===== src/hw/rtl/rbc_pkg.sv =====
// shared widths, constants and divider request/response types for the rgb breathe block
package rbc_pkg;

    localparam int LVL_W  = 8;
    localparam int CNT_W  = 13;
    localparam int QUO_W  = LVL_W + CNT_W;
    localparam int STEP_W = $clog2(QUO_W + 1);

    localparam logic [LVL_W-1:0] LVL_MAX = '1;

    // ceil(2^29/255): an exact quotient by 255 for every dividend below 2^21
    localparam int               RCP_W   = 22;
    localparam int               RCP_SH  = 29;
    localparam logic [RCP_W-1:0] RCP_255 = RCP_W'(2105377);

    typedef struct packed {
        logic             start;
        logic [QUO_W-1:0] dividend;
        logic [CNT_W-1:0] divisor;
    } t_div_req;

    typedef struct packed {
        logic             done;
        logic [QUO_W-1:0] quot;
    } t_div_rsp;

endpackage


===== src/hw/rtl/rgb_led_breathe_cycle_top.sv =====
// rgb led breathing / colour cycle controller: sequencer, ramp and compare state
//
// input channel (i_in_valid/o_in_ready) takes one update tick per item; i_update=0
// only reports the current compares. result channel (o_out_valid/i_out_ready) gives
// the three pwm compare values, one result per item. configuration is written through
// i_cfg_valid/o_cfg_ready with i_cfg_index 0 mode, 1..3 red/green/blue level,
// 4 pulse length; other indexes are ignored. write it only while the block is idle.
// an update outside steady mode first forms pulse length times RAMP_STEPS in the
// shared multiplier and divides it by 255 with a reciprocal multiply into the ramp
// limit; each level*count/limit then goes through the serial divider. the colour
// cycle modes do one division and breathing three; steady mode and update 0 use none.
// one item at a time: o_in_ready is high only while the sequencer is idle, so an
// item is taken only after the last one has left the sequencer; a new item is taken
// while the previous result still waits in the output register.
// when the receiver stalls, the finished result waits before leaving the sequencer.
// reset (synchronous, active low) clears the ramp, phase and compares, sets mode
// steady, levels 0 and pulse length 255.
module rgb_led_breathe_cycle_top #(
    parameter int RAMP_STEPS = 5000
) (
    input  logic                     i_clk,
    input  logic                     i_rst_n,
    input  logic                     i_in_valid,
    output logic                     o_in_ready,
    input  logic                     i_update,
    output logic                     o_out_valid,
    input  logic                     i_out_ready,
    output logic [rbc_pkg::LVL_W-1:0] o_red_duty,
    output logic [rbc_pkg::LVL_W-1:0] o_green_duty,
    output logic [rbc_pkg::LVL_W-1:0] o_blue_duty,
    input  logic                     i_cfg_valid,
    output logic                     o_cfg_ready,
    input  logic [2:0]               i_cfg_index,
    input  logic [rbc_pkg::LVL_W-1:0] i_cfg_data
);
    import rbc_pkg::*;

    localparam logic [CNT_W-1:0] RampSteps = CNT_W'(RAMP_STEPS);

    localparam logic [2:0] CFG_MODE  = 3'd0;
    localparam logic [2:0] CFG_RED   = 3'd1;
    localparam logic [2:0] CFG_GREEN = 3'd2;
    localparam logic [2:0] CFG_BLUE  = 3'd3;
    localparam logic [2:0] CFG_PULSE = 3'd4;

    localparam logic [1:0] MODE_STEADY = 2'd0;
    localparam logic [1:0] MODE_BREATH = 2'd1;
    localparam logic [1:0] MODE_CYCLE  = 2'd2;
    localparam logic [1:0] MODE_PULSE  = 2'd3;

    localparam logic [2:0] PH_INIT  = 3'd0;
    localparam logic [2:0] PH_R     = 3'd1;
    localparam logic [2:0] PH_RG    = 3'd2;
    localparam logic [2:0] PH_G     = 3'd3;
    localparam logic [2:0] PH_GB    = 3'd4;
    localparam logic [2:0] PH_B     = 3'd5;
    localparam logic [2:0] PH_BR    = 3'd6;
    localparam logic [2:0] PH_SPARE = 3'd7;

    localparam logic [2:0] S_IDLE  = 3'd0;
    localparam logic [2:0] S_LIM   = 3'd1;
    localparam logic [2:0] S_LIMW  = 3'd2;
    localparam logic [2:0] S_SCL   = 3'd3;
    localparam logic [2:0] S_SCLW  = 3'd4;
    localparam logic [2:0] S_APPLY = 3'd5;
    localparam logic [2:0] S_OUT   = 3'd6;

    localparam logic [1:0] CH_R = 2'd0;
    localparam logic [1:0] CH_G = 2'd1;
    localparam logic [1:0] CH_B = 2'd2;

    typedef struct packed {
        logic             fall;
        logic [CNT_W-1:0] cnt;
    } t_ramp;

    function automatic t_ramp f_ramp(input logic [CNT_W-1:0] cnt, input logic fall,
                                     input logic [CNT_W-1:0] lim);
        t_ramp          res;
        logic [CNT_W:0] nxt;
        nxt = {1'b0, cnt} + (CNT_W+1)'(1);
        if (!fall) begin
            if (nxt > {1'b0, lim}) begin
                res.fall = 1'b1;
                res.cnt  = (cnt == '0) ? '0 : cnt - CNT_W'(1);
            end else begin
                res.fall = 1'b0;
                res.cnt  = nxt[CNT_W-1:0];
            end
        end else if (cnt == '0) begin
            res.fall = 1'b0;
            res.cnt  = CNT_W'(1);
        end else begin
            res.fall = 1'b1;
            res.cnt  = cnt - CNT_W'(1);
        end
        return res;
    endfunction

    // configuration registers
    logic [1:0]       r_mode;
    logic [LVL_W-1:0] r_red_lvl, r_green_lvl, r_blue_lvl, r_pulse;

    // sequencer
    logic [2:0]       r_state;
    logic [1:0]       r_ch;
    logic [QUO_W-1:0] r_prod;
    logic [CNT_W-1:0] r_limit;
    logic [LVL_W-1:0] r_sc_r, r_sc_g, r_sc_b;

    // ramp and compare state
    logic [CNT_W-1:0] r_cnt, n_cnt;
    logic             r_fall, n_fall;
    logic [2:0]       r_phase, n_phase;
    logic [LVL_W-1:0] r_red, n_red, r_green, n_green, r_blue, n_blue;

    // output register
    logic             r_out_valid;
    logic [LVL_W-1:0] r_out_r, r_out_g, r_out_b;

    t_div_req                 div_req;
    t_div_rsp                 div_rsp;
    logic [LVL_W-1:0]         mul_a;
    logic [CNT_W-1:0]         mul_b;
    logic [QUO_W-1:0]         mul_p;
    logic [QUO_W+RCP_W-1:0]   lim_prod;
    logic [LVL_W-1:0]         sc_val;
    t_ramp                    stp;
    logic [LVL_W-1:0]         d;
    logic                     in_acc;
    logic                     out_load;

    assign o_in_ready  = (r_state == S_IDLE);
    assign o_cfg_ready = 1'b1;
    assign in_acc      = i_in_valid && o_in_ready;
    assign out_load    = (r_state == S_OUT) && (!r_out_valid || i_out_ready);

    // the one multiplier: pulse length times steps first, then level times count
    always_comb begin
        mul_a = LVL_MAX;
        mul_b = r_cnt;
        if (r_state == S_LIM) begin
            mul_a = r_pulse;
            mul_b = RampSteps;
        end else if (r_mode == MODE_BREATH) begin
            unique case (r_ch)
                CH_R:    mul_a = r_red_lvl;
                CH_G:    mul_a = r_green_lvl;
                default: mul_a = r_blue_lvl;
            endcase
        end
    end

    assign mul_p = QUO_W'(mul_a) * QUO_W'(mul_b);

    // ramp limit: the registered product divided by 255 through its reciprocal
    assign lim_prod = (QUO_W+RCP_W)'(r_prod) * (QUO_W+RCP_W)'(RCP_255);

    assign div_req.start    = (r_state == S_SCL);
    assign div_req.dividend = mul_p;
    assign div_req.divisor  = r_limit;

    rbc_div u_div (
        .i_clk   (i_clk),
        .i_rst_n (i_rst_n),
        .i_req   (div_req),
        .o_rsp   (div_rsp)
    );

    // zero limit gives duty 0, a quotient above full scale saturates
    always_comb begin
        if (r_limit == '0) begin
            sc_val = '0;
        end else if (|div_rsp.quot[QUO_W-1:LVL_W]) begin
            sc_val = LVL_MAX;
        end else begin
            sc_val = div_rsp.quot[LVL_W-1:0];
        end
    end

    assign stp = f_ramp(r_cnt, r_fall, r_limit);
    assign d   = r_sc_r;

    always_comb begin
        n_cnt   = r_cnt;
        n_fall  = r_fall;
        n_phase = r_phase;
        n_red   = r_red;
        n_green = r_green;
        n_blue  = r_blue;
        if (r_state == S_APPLY) begin
            unique case (r_mode)
                MODE_STEADY: begin
                    n_red   = r_red_lvl;
                    n_green = r_green_lvl;
                    n_blue  = r_blue_lvl;
                end
                MODE_BREATH: begin
                    n_red   = r_sc_r;
                    n_green = r_sc_g;
                    n_blue  = r_sc_b;
                    n_cnt   = stp.cnt;
                    n_fall  = stp.fall;
                end
                MODE_CYCLE: begin
                    unique case (r_phase)
                        PH_R: begin
                            n_blue = d;
                            if (!stp.fall) n_phase = PH_RG;
                        end
                        PH_RG: begin
                            n_green = d;
                            if (stp.fall) n_phase = PH_G;
                        end
                        PH_G: begin
                            n_red = d;
                            if (!stp.fall) n_phase = PH_GB;
                        end
                        PH_GB: begin
                            n_blue = d;
                            if (stp.fall) n_phase = PH_B;
                        end
                        PH_B: begin
                            n_green = d;
                            if (!stp.fall) n_phase = PH_BR;
                        end
                        PH_BR: begin
                            n_red = d;
                            if (stp.fall) n_phase = PH_R;
                        end
                        default: begin
                            n_red = LVL_MAX;
                        end
                    endcase
                    if (r_phase == PH_INIT || r_phase == PH_SPARE) begin
                        n_cnt   = CNT_W'(1);
                        n_fall  = 1'b0;
                        n_phase = PH_RG;
                    end else begin
                        n_cnt  = stp.cnt;
                        n_fall = stp.fall;
                    end
                end
                MODE_PULSE: begin
                    unique case (r_phase)
                        PH_R:  n_red = d;
                        PH_RG: begin
                            n_red   = d;
                            n_green = d;
                        end
                        PH_G:  n_green = d;
                        PH_GB: begin
                            n_green = d;
                            n_blue  = d;
                        end
                        PH_B:  n_blue = d;
                        PH_BR: begin
                            n_red  = d;
                            n_blue = d;
                        end
                        default: begin
                        end
                    endcase
                    if (r_phase == PH_INIT || r_phase == PH_SPARE) begin
                        n_cnt   = CNT_W'(1);
                        n_fall  = 1'b0;
                        n_phase = PH_R;
                    end else begin
                        n_cnt  = stp.cnt;
                        n_fall = stp.fall;
                        // phase moves on when the ramp restarts from the bottom
                        if (!stp.fall && stp.cnt == CNT_W'(1)) begin
                            n_phase = (r_phase == PH_BR) ? PH_R : r_phase + 3'd1;
                        end
                    end
                end
            endcase
        end
    end

    always_ff @(posedge i_clk) begin
        if (!i_rst_n) begin
            r_mode      <= MODE_STEADY;
            r_red_lvl   <= '0;
            r_green_lvl <= '0;
            r_blue_lvl  <= '0;
            r_pulse     <= LVL_MAX;
            r_state     <= S_IDLE;
            r_ch        <= CH_R;
            r_cnt       <= '0;
            r_fall      <= 1'b0;
            r_phase     <= PH_INIT;
            r_red       <= '0;
            r_green     <= '0;
            r_blue      <= '0;
            r_out_valid <= 1'b0;
        end else begin
            if (i_cfg_valid) begin
                unique case (i_cfg_index)
                    CFG_MODE:  r_mode      <= i_cfg_data[1:0];
                    CFG_RED:   r_red_lvl   <= i_cfg_data;
                    CFG_GREEN: r_green_lvl <= i_cfg_data;
                    CFG_BLUE:  r_blue_lvl  <= i_cfg_data;
                    CFG_PULSE: r_pulse     <= i_cfg_data;
                    default: begin
                    end
                endcase
            end

            r_cnt   <= n_cnt;
            r_fall  <= n_fall;
            r_phase <= n_phase;
            r_red   <= n_red;
            r_green <= n_green;
            r_blue  <= n_blue;

            if (out_load) begin
                r_out_valid <= 1'b1;
            end else if (i_out_ready) begin
                r_out_valid <= 1'b0;
            end

            unique case (r_state)
                S_IDLE: begin
                    if (in_acc) begin
                        if (!i_update) begin
                            r_state <= S_OUT;
                        end else if (r_mode == MODE_STEADY) begin
                            r_state <= S_APPLY;
                        end else begin
                            r_state <= S_LIM;
                        end
                    end
                end
                S_LIM: begin
                    r_prod  <= mul_p;
                    r_state <= S_LIMW;
                end
                S_LIMW: begin
                    r_limit <= lim_prod[RCP_SH +: CNT_W];
                    r_ch    <= CH_R;
                    r_state <= S_SCL;
                end
                S_SCL: r_state <= S_SCLW;
                S_SCLW: begin
                    if (div_rsp.done) begin
                        unique case (r_ch)
                            CH_R:    r_sc_r <= sc_val;
                            CH_G:    r_sc_g <= sc_val;
                            default: r_sc_b <= sc_val;
                        endcase
                        if (r_mode == MODE_BREATH && r_ch != CH_B) begin
                            r_ch    <= r_ch + 2'd1;
                            r_state <= S_SCL;
                        end else begin
                            r_state <= S_APPLY;
                        end
                    end
                end
                S_APPLY: r_state <= S_OUT;
                S_OUT: begin
                    if (out_load) r_state <= S_IDLE;
                end
                default: r_state <= S_IDLE;
            endcase
        end
    end

    always_ff @(posedge i_clk) begin
        if (out_load) begin
            r_out_r <= r_red;
            r_out_g <= r_green;
            r_out_b <= r_blue;
        end
    end

    assign o_out_valid  = r_out_valid;
    assign o_red_duty   = r_out_r;
    assign o_green_duty = r_out_g;
    assign o_blue_duty  = r_out_b;

    a_busy_after_accept: assert property (@(posedge i_clk) disable iff (!i_rst_n)
        in_acc |=> !o_in_ready)
        else $error("sequencer ready right after taking an item");

    a_div_done_waited: assert property (@(posedge i_clk) disable iff (!i_rst_n)
        div_rsp.done |-> (r_state == S_SCLW))
        else $error("divider finished while no state waits for it");

    a_channel_range: assert property (@(posedge i_clk) disable iff (!i_rst_n)
        r_ch != 2'd3)
        else $error("scaled channel index out of range");

    a_state_only_update_in_apply: assert property (@(posedge i_clk) disable iff (!i_rst_n)
        (r_state != S_APPLY) |=> ($stable(r_phase) && $stable(r_cnt)))
        else $error("ramp or phase changed outside the apply step");

endmodule


===== src/hw/rtl/rbc_div.sv =====
// serial restoring divider, one quotient bit per cycle
module rbc_div (
    input  logic            i_clk,
    input  logic            i_rst_n,
    input  rbc_pkg::t_div_req i_req,
    output rbc_pkg::t_div_rsp o_rsp
);
    import rbc_pkg::*;

    logic              r_busy;
    logic              r_done;
    logic [STEP_W-1:0] r_step;
    logic [CNT_W-1:0]  r_rem;
    logic [CNT_W-1:0]  r_div;
    logic [QUO_W-1:0]  r_quo;

    logic [CNT_W:0]    trial;
    logic              fits;
    logic [CNT_W:0]    diff;

    assign trial = {r_rem, r_quo[QUO_W-1]};
    assign fits  = trial >= {1'b0, r_div};
    assign diff  = trial - {1'b0, r_div};

    always_ff @(posedge i_clk) begin
        if (!i_rst_n) begin
            r_busy <= 1'b0;
            r_done <= 1'b0;
            r_step <= '0;
        end else begin
            r_done <= 1'b0;
            if (i_req.start) begin
                r_busy <= 1'b1;
                r_step <= STEP_W'(QUO_W);
                r_rem  <= '0;
                r_div  <= i_req.divisor;
                r_quo  <= i_req.dividend;
            end else if (r_busy) begin
                // dividend shifts out at the top as quotient bits shift in
                r_rem  <= fits ? diff[CNT_W-1:0] : trial[CNT_W-1:0];
                r_quo  <= {r_quo[QUO_W-2:0], fits};
                r_step <= r_step - STEP_W'(1);
                if (r_step == STEP_W'(1)) begin
                    r_busy <= 1'b0;
                    r_done <= 1'b1;
                end
            end
        end
    end

    assign o_rsp.done = r_done;
    assign o_rsp.quot = r_quo;

endmodule


===== config.mk =====
export PLATFORM = sky130hd
export DESIGN_NAME = rgb_led_breathe_cycle_top
export DESIGN_NICKNAME = d
export VERILOG_FILES = /design/src/hw/rtl/rbc_pkg.sv /design/src/hw/rtl/rgb_led_breathe_cycle_top.sv /design/src/hw/rtl/rbc_div.sv
export SDC_FILE = /design/constraint.sdc
export NUM_CORES = 1
export LEC_CHECK = 0
export BUFFER_PORTS_ARGS = -buffer_cell sky130_fd_sc_hd__buf_2
export CORE_MARGIN = 1.5
export CORE_UTILIZATION = 32
export CTS_CLUSTER_SIZE = 25
export DETAILED_ROUTE_END_ITERATION = 7
export MAX_ROUTING_LAYER = met4
export PLACE_DENSITY = 0.49
export SETUP_SLACK_MARGIN = 0.15
export SLEW_MARGIN = 40
export SYNTH_ARGS = -nofsm -noshare
export SYNTH_HDL_FRONTEND = slang
export SYNTH_SLANG_ARGS = --single-unit

===== constraint.sdc =====
create_clock -name i_clk -period 9.1 [get_ports i_clk]
set_input_delay 0.91 -clock i_clk [delete_from_list [all_inputs] [get_ports i_clk]]
set_output_delay 0.91 -clock i_clk [all_outputs]
set_load 0.01 [all_outputs]

== Word level (Yosys, flattened, before mapping) ==
Index checks and enable logic that the tools add are counted.
Storage, ports and cells
  bits in registers: 217
  input bits: 17
  output and inout port bits: 27
  logic and storage cells: 192
Operators by class
  add/sub/neg operators: 6
  $mul: 2
  $lt $le $gt $ge: 2
  equality and inequality tests: 42
  mux-type cells: 57
  bitwise operators: 3
  reduce and logical (&&, ||, !) cells: 51
Operators by type and width (count)
  8-bit case mux with 4 select lines: 3
  8-bit 2-to-1 mux: 9
  13-bit 2-to-1 mux: 5
  3-bit 2-to-1 mux: 16
  21-bit by 22-bit multiplier with 42-bit output, second input constant: 1
  14-bit 2-to-1 mux: 3
  21-bit 2-to-1 mux: 2
  8-bit case mux with 2 select lines: 2
  13-bit logical NOT: 2
  13-bit case mux with 2 select lines: 1
  3-bit == test, second input constant: 8
  4-bit inequality test, second input constant: 6
  8-bit by 13-bit multiplier with 21-bit output: 1
  3-bit case mux with 7 select lines: 1
  2-bit AND reduction: 10
  3-bit by 2-bit == test with 1-bit output, second input constant: 6
  2-bit inequality test, second input constant: 9
  3-bit case mux with 6 select lines: 1
  3-bit AND reduction: 5
  13-bit by 1-bit adder with 14-bit output, second input constant: 1
  14-bit by 13-bit greater-or-equal comparator with 1-bit output: 1
  14-bit by 13-bit greater-than comparator with 1-bit output: 1
  13-bit by 1-bit == test with 1-bit output, second input constant: 1
  13-bit OR reduction: 1
  30 further kinds: 67

== Depth between registers and ports, before layout ==
Gate-level depths: netlist (run 1).
  word-level depth: 9
  mapped depth: 25
  gate-level depth less buffers: 23

== Modules after synthesis ==
A second synthesis (run 1) with hierarchy kept.
Unflattened totals
  cell total of the unflattened synthesis: 1689
  area total of the unflattened synthesis: 16405.7 um^2
By module, submodules not included
  rgb_led_breathe_cycle_top: times used 1, cells each 1457, area each 13482.9 um^2, sequential area each 4083.9 um^2
  rbc_div: times used 1, cells each 232, area each 2922.8 um^2, sequential area each 1551.5 um^2

== Worst setup path after synthesis (run 1) ==
No wires, ideal clock.
  path kind: register to register
  start: reg r_ch[0]
  end: reg u_div.r_quo[18] (data pin)
  setup time: 0.260 ns
  data arrival time: 5.750 ns
  data required time: 8.840 ns
  path slack: 3.090 ns
  stages on the path, launching flop included: 23
  buffers on the path: 2
  clock period less this slack: 6.010 ns
  cell sequence: dfxtp_1 > inv_1 > ha_1 > clkbuf_1 > a221o_1 > a21oi_1 > clkbuf_1 > o21a_1 > fa_1 > fa_1 > inv_1 > fa_1 > inv_1 > fa_1 > inv_1 > ha_1 > a2111o_1 > a31o_1 > o21a_1 > a311o_1 > a21oi_2 > xnor2_1 > mux2_2
RTL lines
  from (decl): line rgb_led_breathe_cycle_top.sv:106  | logic [1:0] r_ch;
  from (signal assigned): line rgb_led_breathe_cycle_top.sv:353  | r_ch <= r_ch + 2'd1;
  to (signal assigned): line rbc_div.sv:37  | r_quo <= i_req.dividend;
  to (signal assigned): line rbc_div.sv:41  | r_quo <= {r_quo[QUO_W-2:0], fits};
  to (decl): line rbc_div.sv:15  | logic [QUO_W-1:0] r_quo;

==> implementation parameters, run 1 <==
Parameter                              Value

Synthesis
  Number of enable-type register cells in the synthesized netlist ... 129
  Flip-flop cell with the highest count after synthesis ... sky130_fd_sc_hd__edfxtp_1
  Syn Std Cell Area ... 0.0163 mm2
  Sequential element share of the synthesized area ... 0.345
  Library cells used by synthesis ... 90
  Post-synthesis cell count ... ~1700
  Asr flop ratio synth ... 0
  Avg Synthesized Cell Area ... between 9 and 10 um2
  Number of synthesis warnings ... 0
  Mapped Nets ... around 2000
  Number of storage elements in the synthesis netlist ... ~220

STA
  Slew at the pin closest to its max-slew limit ... roughly 0.82 ns
  Fmax ... around 140 MHz
  Final setup TNS ... 0 ns
  Worst setup skew after layout ... ~0.022 ns
  Final number of max-transition violations ... 0
  Unrepaired setup endpoints after global routing ... false
  Final period util ... 0.807
  Relative max-transition margin ... 0.442
  Shortest period the worst path allows ... 7.35 ns
  Final Hold Fails ... 0
  Number of failing setup endpoints in the final timing report ... 0

Global routing
  Vias in the first global route ... around 12000
  Gr usage total ... 0.169
  Remaining global-route overflow ... 0
  Pin count of the biggest net entering global routing ... 69
  Wire length of the first global-routing pass ... 68600 um
  Number of antenna violations at the first check in global routing ... 0

Flow run
  Number of violations of the max-capacitance limit ... 0

Setup path
  Type of the setup path with the least slack ... flip-flop to flip-flop
  Worst path arrival time ... approximately 7.6 ns
  Req. time, crit path ... 9.39 ns
  Reg2Reg Launch Point ... r_mode[1]
  Endpoint kind of the worst setup timing path ... flip-flop
  Type of element launching the critical path ... flip-flop
  Source of the critical timing path ... r_mode[1]
  Critical path fanouts, max ... 29

Detailed routing
  Average via count per standard cell ... 5.09
  Wire length per cell after detailed routing ... approximately 17 um
  Overall via count from detail_route ... about 12000
  Final routed DRC violation total ... 0
  TritonRoute pass-1 iters ... 5
  Aggregate routed wire length ... ~43000 um
  Antenna viol nets, final ... 0
  Number of DRC markers in iteration 0 ... around 960

Layout
  Most common library cell in the layout ignoring fill and taps ... sky130_fd_sc_hd__nand2_1
  Commonest cells after routing, fill and taps aside ... 198 x sky130_fd_sc_hd__nand2_1, 193 x sky130_fd_sc_hd__ha_1, 188 x sky130_fd_sc_hd__inv_1
  Number of antenna repair diodes ... 0
  Growth of design area from synthesis to finish ... 11.6%
  Final #Nets ... ~2100
  Fraction of final layout cells sized beyond drive strength 1 ... 0.0926
  Util after Layout ... 0.362

Placement
  Detailed Place HPWL ... 33300 um
  Port Buffers ... 42
  Routability Congestion ... 0.869

Pwr
  Maximum resistive drop on vdd ... about 130 uV
  Leakage power figure ... between 7 and 8 nW
  Power per Cell Area ... 203 mW/mm2

Clock tree
  Latest clock arrival within the worst-skew pair ... ~0.56 ns
  Longest Clk Path Bufs ... 3
  Clock tree from TritonCTS ... yes
  Buffer cell driving the clock tree root ... sky130_fd_sc_hd__clkbuf_16
  H-tree depth ... 1
  Post CTS Setup Buffer Count ... 0
  Clock slew at reported path FFs ... around 0.06 ns
  Gates resized, CTS repair ... 0
  Sink count of the clock tree ... ~220
  Hold buffer count at cts ... 0
  Number of CTS-inserted buffers ... 27

Hold path
  Origin of the worst min-delay path ... r_blue[6]
  Min-Delay Path Class ... flip-flop to flip-flop

Floorplan
  Die Ht ... approximately 230 um
  Core area ... 0.0503 mm2
  Die Area ... roughly 0.052 mm2
  Core Rows ... between 80 and 90
  Count of pins on the block boundary ... 44
  Effective utilization at floorplan ... 0.324
  Chip Width ... roughly 230 um

Run status
  Result of the run ... finished, final reports clean
==> worst paths after layout <==
kind / cells after the start / slack (ns) / endpoint
worst max register to register: 20 / 1.75 / u_div.r_quo[18]
worst max-delay path: 20 / 1.75 / u_div.r_quo[18]
worst min register to register: 0 / 0.43 / o_blue_duty[6]
worst min-delay path: 0 / 0.43 / o_blue_duty[6]
==> per-stage QoR <==
stage	cells	worst slack, ns	power [mW]	instance area (um2)	hold slack [ns]
finish	2453	1.75	3.69	18200	0.431
detailed placement	2404	1.78	2.66	17300	0.419
global route	2453	1.33	4.02	18200	0.440
floorplan	1739	3.09	2.28	16300	0.408
global placement	2402	1.82	2.64	17200	0.420
CTS	2453	1.73	3.75	18200	0.436
==> metal layers <==
| layer | track usage | share of wire | wire (um) | vias up |
|---|---|---|---|---|
| met5 | - | 0 | 0 | - |
| met4 | 0.0352 | 0.015 | 657 | 0 |
| met3 | 0.0162 | 0.037 | 1590 | 51 |
| met2 | 0.266 | 0.46 | 19700 | 243 |
| met1 | 0.236 | 0.48 | 20600 | 6113 |
| li1 | - | - | - | 6083 |
==> flip-flops by register name, summed over array words and instances (netlist names), 5 cells and up <==
signal and cells:
r_blue 8, u_div.r_div 13, r_cnt 13, o_green_duty 8, r_sc_g 8, r_red_lvl 8, d 8, r_red 8
r_green_lvl 8, r_sc_b 8, o_blue_duty 8, r_limit 13, r_pulse 8, o_red_duty 8, u_div.r_step 5, r_green 8
u_div.r_rem 13, r_prod 21, u_div.r_quo 21, r_blue_lvl 8
==> cell usage after synthesis, drive strengths merged, types with 3 or more instances <==
cell type	number	area share
or2	24	0.0092
o21ai	76	0.024
mux2	4	0.0028
xor2	9	0.0048
clkbuf	59	0.014
a311o	3	0.0018
nand2	199	0.046
nand3	32	0.010
nor3	23	0.0071
nor2	169	0.039
inv	189	0.043
or3	9	0.0038
o211ai	5	0.0023
o41ai	4	0.0038
a21boi	6	0.0028
nand2b	8	0.0031
a31o	3	0.0016
nor3b	3	0.0014
a22oi	11	0.0051
o21a	27	0.013
mux2i	37	0.023
edfxtp	129	0.24
nor4b	3	0.0020
buf	9	0.0038
xnor2	37	0.020
a21oi	111	0.035
nand4	14	0.0054
or4	3	0.0016
o22ai	10	0.0038
o21bai	7	0.0032
and4	3	0.0016
a211oi	31	0.015
a31oi	5	0.0019
fa	81	0.099
dfxtp	88	0.11
nor2b	18	0.0069
and3	8	0.0031
nor4	11	0.0054
and2	19	0.0073
a221oi	3	0.0020
ha	193	0.15
a221o	7	0.0043
a21o	16	0.0074
==> kinds of logic (layout without fill, tap and decap cells) <==
family	Yosys count	after routing	synth area share
and+or+nand+nor	552	552	0.156
AOI/OAI and AO/OA	350	350	0.140
adders and majority gates	274	274	0.247
buffers and inverters	258	300	0.0612
DFF	217	217	0.345
xor gates and xnor gates	46	46	0.0247
muxes	41	41	0.0255
other	1	1	0.000230
==> worst max-delay path, cell delays in order (launching register included) <==
cell	delay (ns)
sky130_fd_sc_hd__dfxtp_1	0.38
sky130_fd_sc_hd__inv_1	0.63
sky130_fd_sc_hd__nand2_1	0.42
sky130_fd_sc_hd__a221o_1	0.38
sky130_fd_sc_hd__a21oi_1	0.57
sky130_fd_sc_hd__a21oi_1	0.27
sky130_fd_sc_hd__o21a_1	0.19
sky130_fd_sc_hd__fa_1	0.50
sky130_fd_sc_hd__fa_1	0.54
sky130_fd_sc_hd__fa_1	0.55
sky130_fd_sc_hd__inv_1	0.05
sky130_fd_sc_hd__fa_1	0.53
sky130_fd_sc_hd__inv_1	0.04
sky130_fd_sc_hd__ha_1	0.23
sky130_fd_sc_hd__a2111o_1	0.45
sky130_fd_sc_hd__a31o_1	0.27
sky130_fd_sc_hd__o21a_1	0.20
sky130_fd_sc_hd__a311o_1	0.36
sky130_fd_sc_hd__a21oi_2	0.15
sky130_fd_sc_hd__xnor2_1	0.09
sky130_fd_sc_hd__mux2_2	0.26
==> final cells by class <==
class | instances | area, um2
fillers | 5154 | 32100
multi-input cells | 1264 | 9750
flip-flops and latches | 217 | 5640
well taps | 672 | 841
clock buffers | 34 | 732
inverters | 190 | 713
repair buffers | 61 | 380
clock inverters | 15 | 146
==> report_power, final <==
part	leakage [nW]	internal, mW	total (mW)	switching (mW)
Clock	0.436	0.629	1.06	0.434
Combinational	5.63	0.584	1.42	0.836
Sequential	1.81	1.14	1.20	0.0618
Power figures use the tool's default switching activity.
==> run 2, diff against run 1 <==
--- a/config.mk
+++ b/config.mk
@@ -11,7 +11,7 @@
 export CTS_CLUSTER_SIZE = 25
 export DETAILED_ROUTE_END_ITERATION = 7
 export MAX_ROUTING_LAYER = met4
-export PLACE_DENSITY = 0.49
+export PLACE_DENSITY = 0.51
 export SETUP_SLACK_MARGIN = 0.15
 export SLEW_MARGIN = 40
 export SYNTH_ARGS = -nofsm -noshare
==> constraint.sdc (replaced) <==
create_clock -name i_clk -period 5.9 [get_ports i_clk]
set_input_delay 0.59 -clock i_clk [delete_from_list [all_inputs] [get_ports i_clk]]
set_output_delay 0.59 -clock i_clk [all_outputs]
set_load 0.01 [all_outputs]
==> implementation parameters, run 2 (synthesized netlist as in run 1, its figures left out) <==
Parameter                              Value

Clock tree
  Clock tree from TritonCTS ... yes
  Hold buffer count at cts ... 0
  Buffer cell driving the clock tree root ... sky130_fd_sc_hd__clkbuf_16
  Latest clock arrival within the worst-skew pair ... about 0.55 ns
  Sink count of the clock tree ... about 220
  Number of CTS-inserted buffers ... 25
  Longest Clk Path Bufs ... 3
  Clock slew at reported path FFs ... 0.06 ns
  H-tree depth ... 1

Global routing
  Pin count of the biggest net entering global routing ... 69
  Remaining global-route overflow ... 0
  Vias in the first global route ... 12900
  Gr usage total ... 0.173
  Wire length of the first global-routing pass ... approximately 70000 um
  Number of antenna violations at the first check in global routing ... 0

Detailed routing
  Final routed DRC violation total ... 0
  Wire length per cell after detailed routing ... approximately 17 um
  Average via count per standard cell ... around 5
  TritonRoute pass-1 iters ... 5
  Number of DRC markers in iteration 0 ... ~900
  Aggregate routed wire length ... between 40000 and 50000 um
  Antenna viol nets, final ... 0
  Overall via count from detail_route ... between 10000 and 15000

Placement
  Placed cell areas ... about 0.018 mm2
  Post-Place Cells ... between 2000 and 2500
  Post-Place Worst Slack ... -0.0403 ns
  Routability Congestion ... approximately 0.9
  Detailed Place HPWL ... roughly 34000 um
  Port Buffers ... between 40 and 50

Hold path
  Hold depth ... 3
  Min-Delay Path Class ... primary input to flip-flop

Setup path
  Type of the setup path with the least slack ... flip-flop to flip-flop
  Worst path arrival time ... approximately 6.0 ns
  Number of cells on the worst reg-to-reg path ... 22
  Library cell contributing the largest single delay on the critical path ... sky130_fd_sc_hd__fa_1
  Type of element launching the critical path ... flip-flop
  Req. time, crit path ... slightly above 6 ns
  Levels on crit path ... 22
  Cell repeated most along the worst path ... sky130_fd_sc_hd__fa_1
  Number of buffers and inverters on the critical path ... 6
  Slowest Stage Delay on Critical Path ... roughly 0.57 ns
  Endpoint kind of the worst setup timing path ... flip-flop
  Top cell family by delay on the critical path ... adder cells
  Critical path fanouts, max ... 6
  List of cells traversed by the critical path ... inv_4 -> ha_4 -> buf_4 -> a221o_1 -> a21oi_4 -> buf_6 -> or2_4 -> fa_1 -> fa_1 -> inv_2 -> fa_1 -> inv_1 -> fa_1 -> inv_2 -> ha_4 -> a2111o_1 -> a31o_1 -> o21a_1 -> a311o_1 -> a21oi_2 -> xnor2_1 -> mux2_4

Pwr
  Maximum resistive drop on vdd ... roughly 180 uV
  Power per Cell Area ... approximately 310 mW/mm2
  Net switching share of the total power ... 0.360
  Leakage power figure ... 8.27 nW
  Internal Pwr Total ... between 3 and 4 mW
  Part of the total power dissipated in sequential elements ... 0.311
  Part of the total power dissipated in combinational logic ... 0.423
  Clock group share of total power ... 0.267
  Switching pwr ... approximately 2.1 mW

STA
  Relative max-transition margin ... 0.462
  Unrepaired setup endpoints after global routing ... true
  Final critical-path setup slack ... between 0.15 and 0.2 ns
  Number of failing setup endpoints in the final timing report ... 0
  Worst setup skew after layout ... about 0.018 ns
  Shortest period the worst path allows ... approximately 5.7 ns
  Fmax ... roughly 170 MHz
  Final number of max-transition violations ... 0
  Final period util ... 0.970
  Slew at the pin closest to its max-slew limit ... about 0.8 ns
  Final Hold Fails ... 0

Floorplan
  Core area ... between 0.05 and 0.06 mm2
  Effective utilization at floorplan ... 0.324
  Die Ht ... around 230 um
  Core Rows ... 82
  Count of pins on the block boundary ... between 40 and 50
  Chip Width ... 229 um
  Die Area ... about 0.052 mm2

Layout
  Post-layout instance area ... roughly 0.019 mm2
  Util after Layout ... 0.380
  Most common library cell in the layout ignoring fill and taps ... sky130_fd_sc_hd__nand2_1
  Final #Nets ... around 2100
  Non-filler cells in the finished layout ... ~2500
  Number of antenna repair diodes ... 0
  Commonest cells after routing, fill and taps aside ... 195 x sky130_fd_sc_hd__nand2_1, 183 x sky130_fd_sc_hd__ha_1, 176 x sky130_fd_sc_hd__inv_1
  Fraction of final layout cells sized beyond drive strength 1 ... 0.157
  Largest registers ranked by flip-flop count ... r_prod x21, u_div.r_quo x21
  Growth of design area from synthesis to finish ... 17.2%

Run status
  Result of the run ... finished, final reports clean

Flow run
  Number of violations of the max-capacitance limit ... 0
==> run 2: changes by cell type in the layout (fill, tap and decap cells not counted), moves of 6 or more <==
cell and delta:
sky130_fd_sc_hd__buf_4 +72, sky130_fd_sc_hd__buf_6 +7, sky130_fd_sc_hd__fa_1 -6, sky130_fd_sc_hd__fa_2 +6, sky130_fd_sc_hd__ha_1 -10, sky130_fd_sc_hd__ha_4 +9, sky130_fd_sc_hd__inv_1 -12, sky130_fd_sc_hd__inv_2 +11
==> run 2: power by group through the flow <==
stage	Sequential [mW]	Clock, mW	Combinational [mW]
finish	1.84	1.58	2.50
detailed placement	1.87	0	2.41
CTS	1.84	1.61	2.53
global placement	1.87	0	2.38
floorplan	1.84	0	1.67
global route	1.85	1.67	2.89
==> run 2: path summary, 6_finish.rpt <==
kind,startpoint,endpoint,slack [ns]
worst max-delay path,r_ch[1],u_div.r_quo[18],0.17
worst min-delay path,i_cfg_data[4],r_green_lvl[4],0.33
worst max register to register,r_ch[1],u_div.r_quo[18],0.17
worst min register to register,r_green[3],o_green_duty[3],0.43
==> run 2: tightest hold or removal path: stages <==
cell	delay [ns]
sky130_fd_sc_hd__buf_2	0.13
sky130_fd_sc_hd__nand2_1	0.06
sky130_fd_sc_hd__a21oi_1	0.05
==> run 2: stage by stage <==
stage	TNS (ns)	hold slack, ns	power (mW)
2_1_floorplan	0	0.408	3.52
3_3_place_gp	0	0.417	4.25
3_5_place_dp	-0.0789	0.417	4.29
4_1_cts	0	0.311	5.98
5_1_grt	-0.0869	0.330	6.41
6_report	0	0.332	5.92
==> run 2: repair_timing <==
| item | CTS | global route |
|---|---|---|
| pin swaps | 56 | 9 |
| resized for setup | 57 | 13 |
| endpoints found under the setup margin | 6 | 8 |
| gates cloned | 1 | 0 |
| buffers inserted | 14 | 1 |
==> run 2: layout make-up <==
class	instances	area (um2)
fill	5093	31100
sequential	217	5640
timing repair buffer	145	1110
multi-input combinational	1264	9980
tap	672	841
clock buffer	30	664
inverter	190	716
clock inverter	16	176
==> run 2: layer usage <==
metal | up-vias | track usage | wire length [um] | share of wire
met5 | - | - | 0 | 0
met1 | 6200 | 0.239 | 20800 | 0.47
met2 | 271 | 0.271 | 20200 | 0.46
met4 | 0 | 0.0450 | 935 | 0.021
li1 | 6233 | - | - | -
met3 | 54 | 0.0180 | 2040 | 0.046
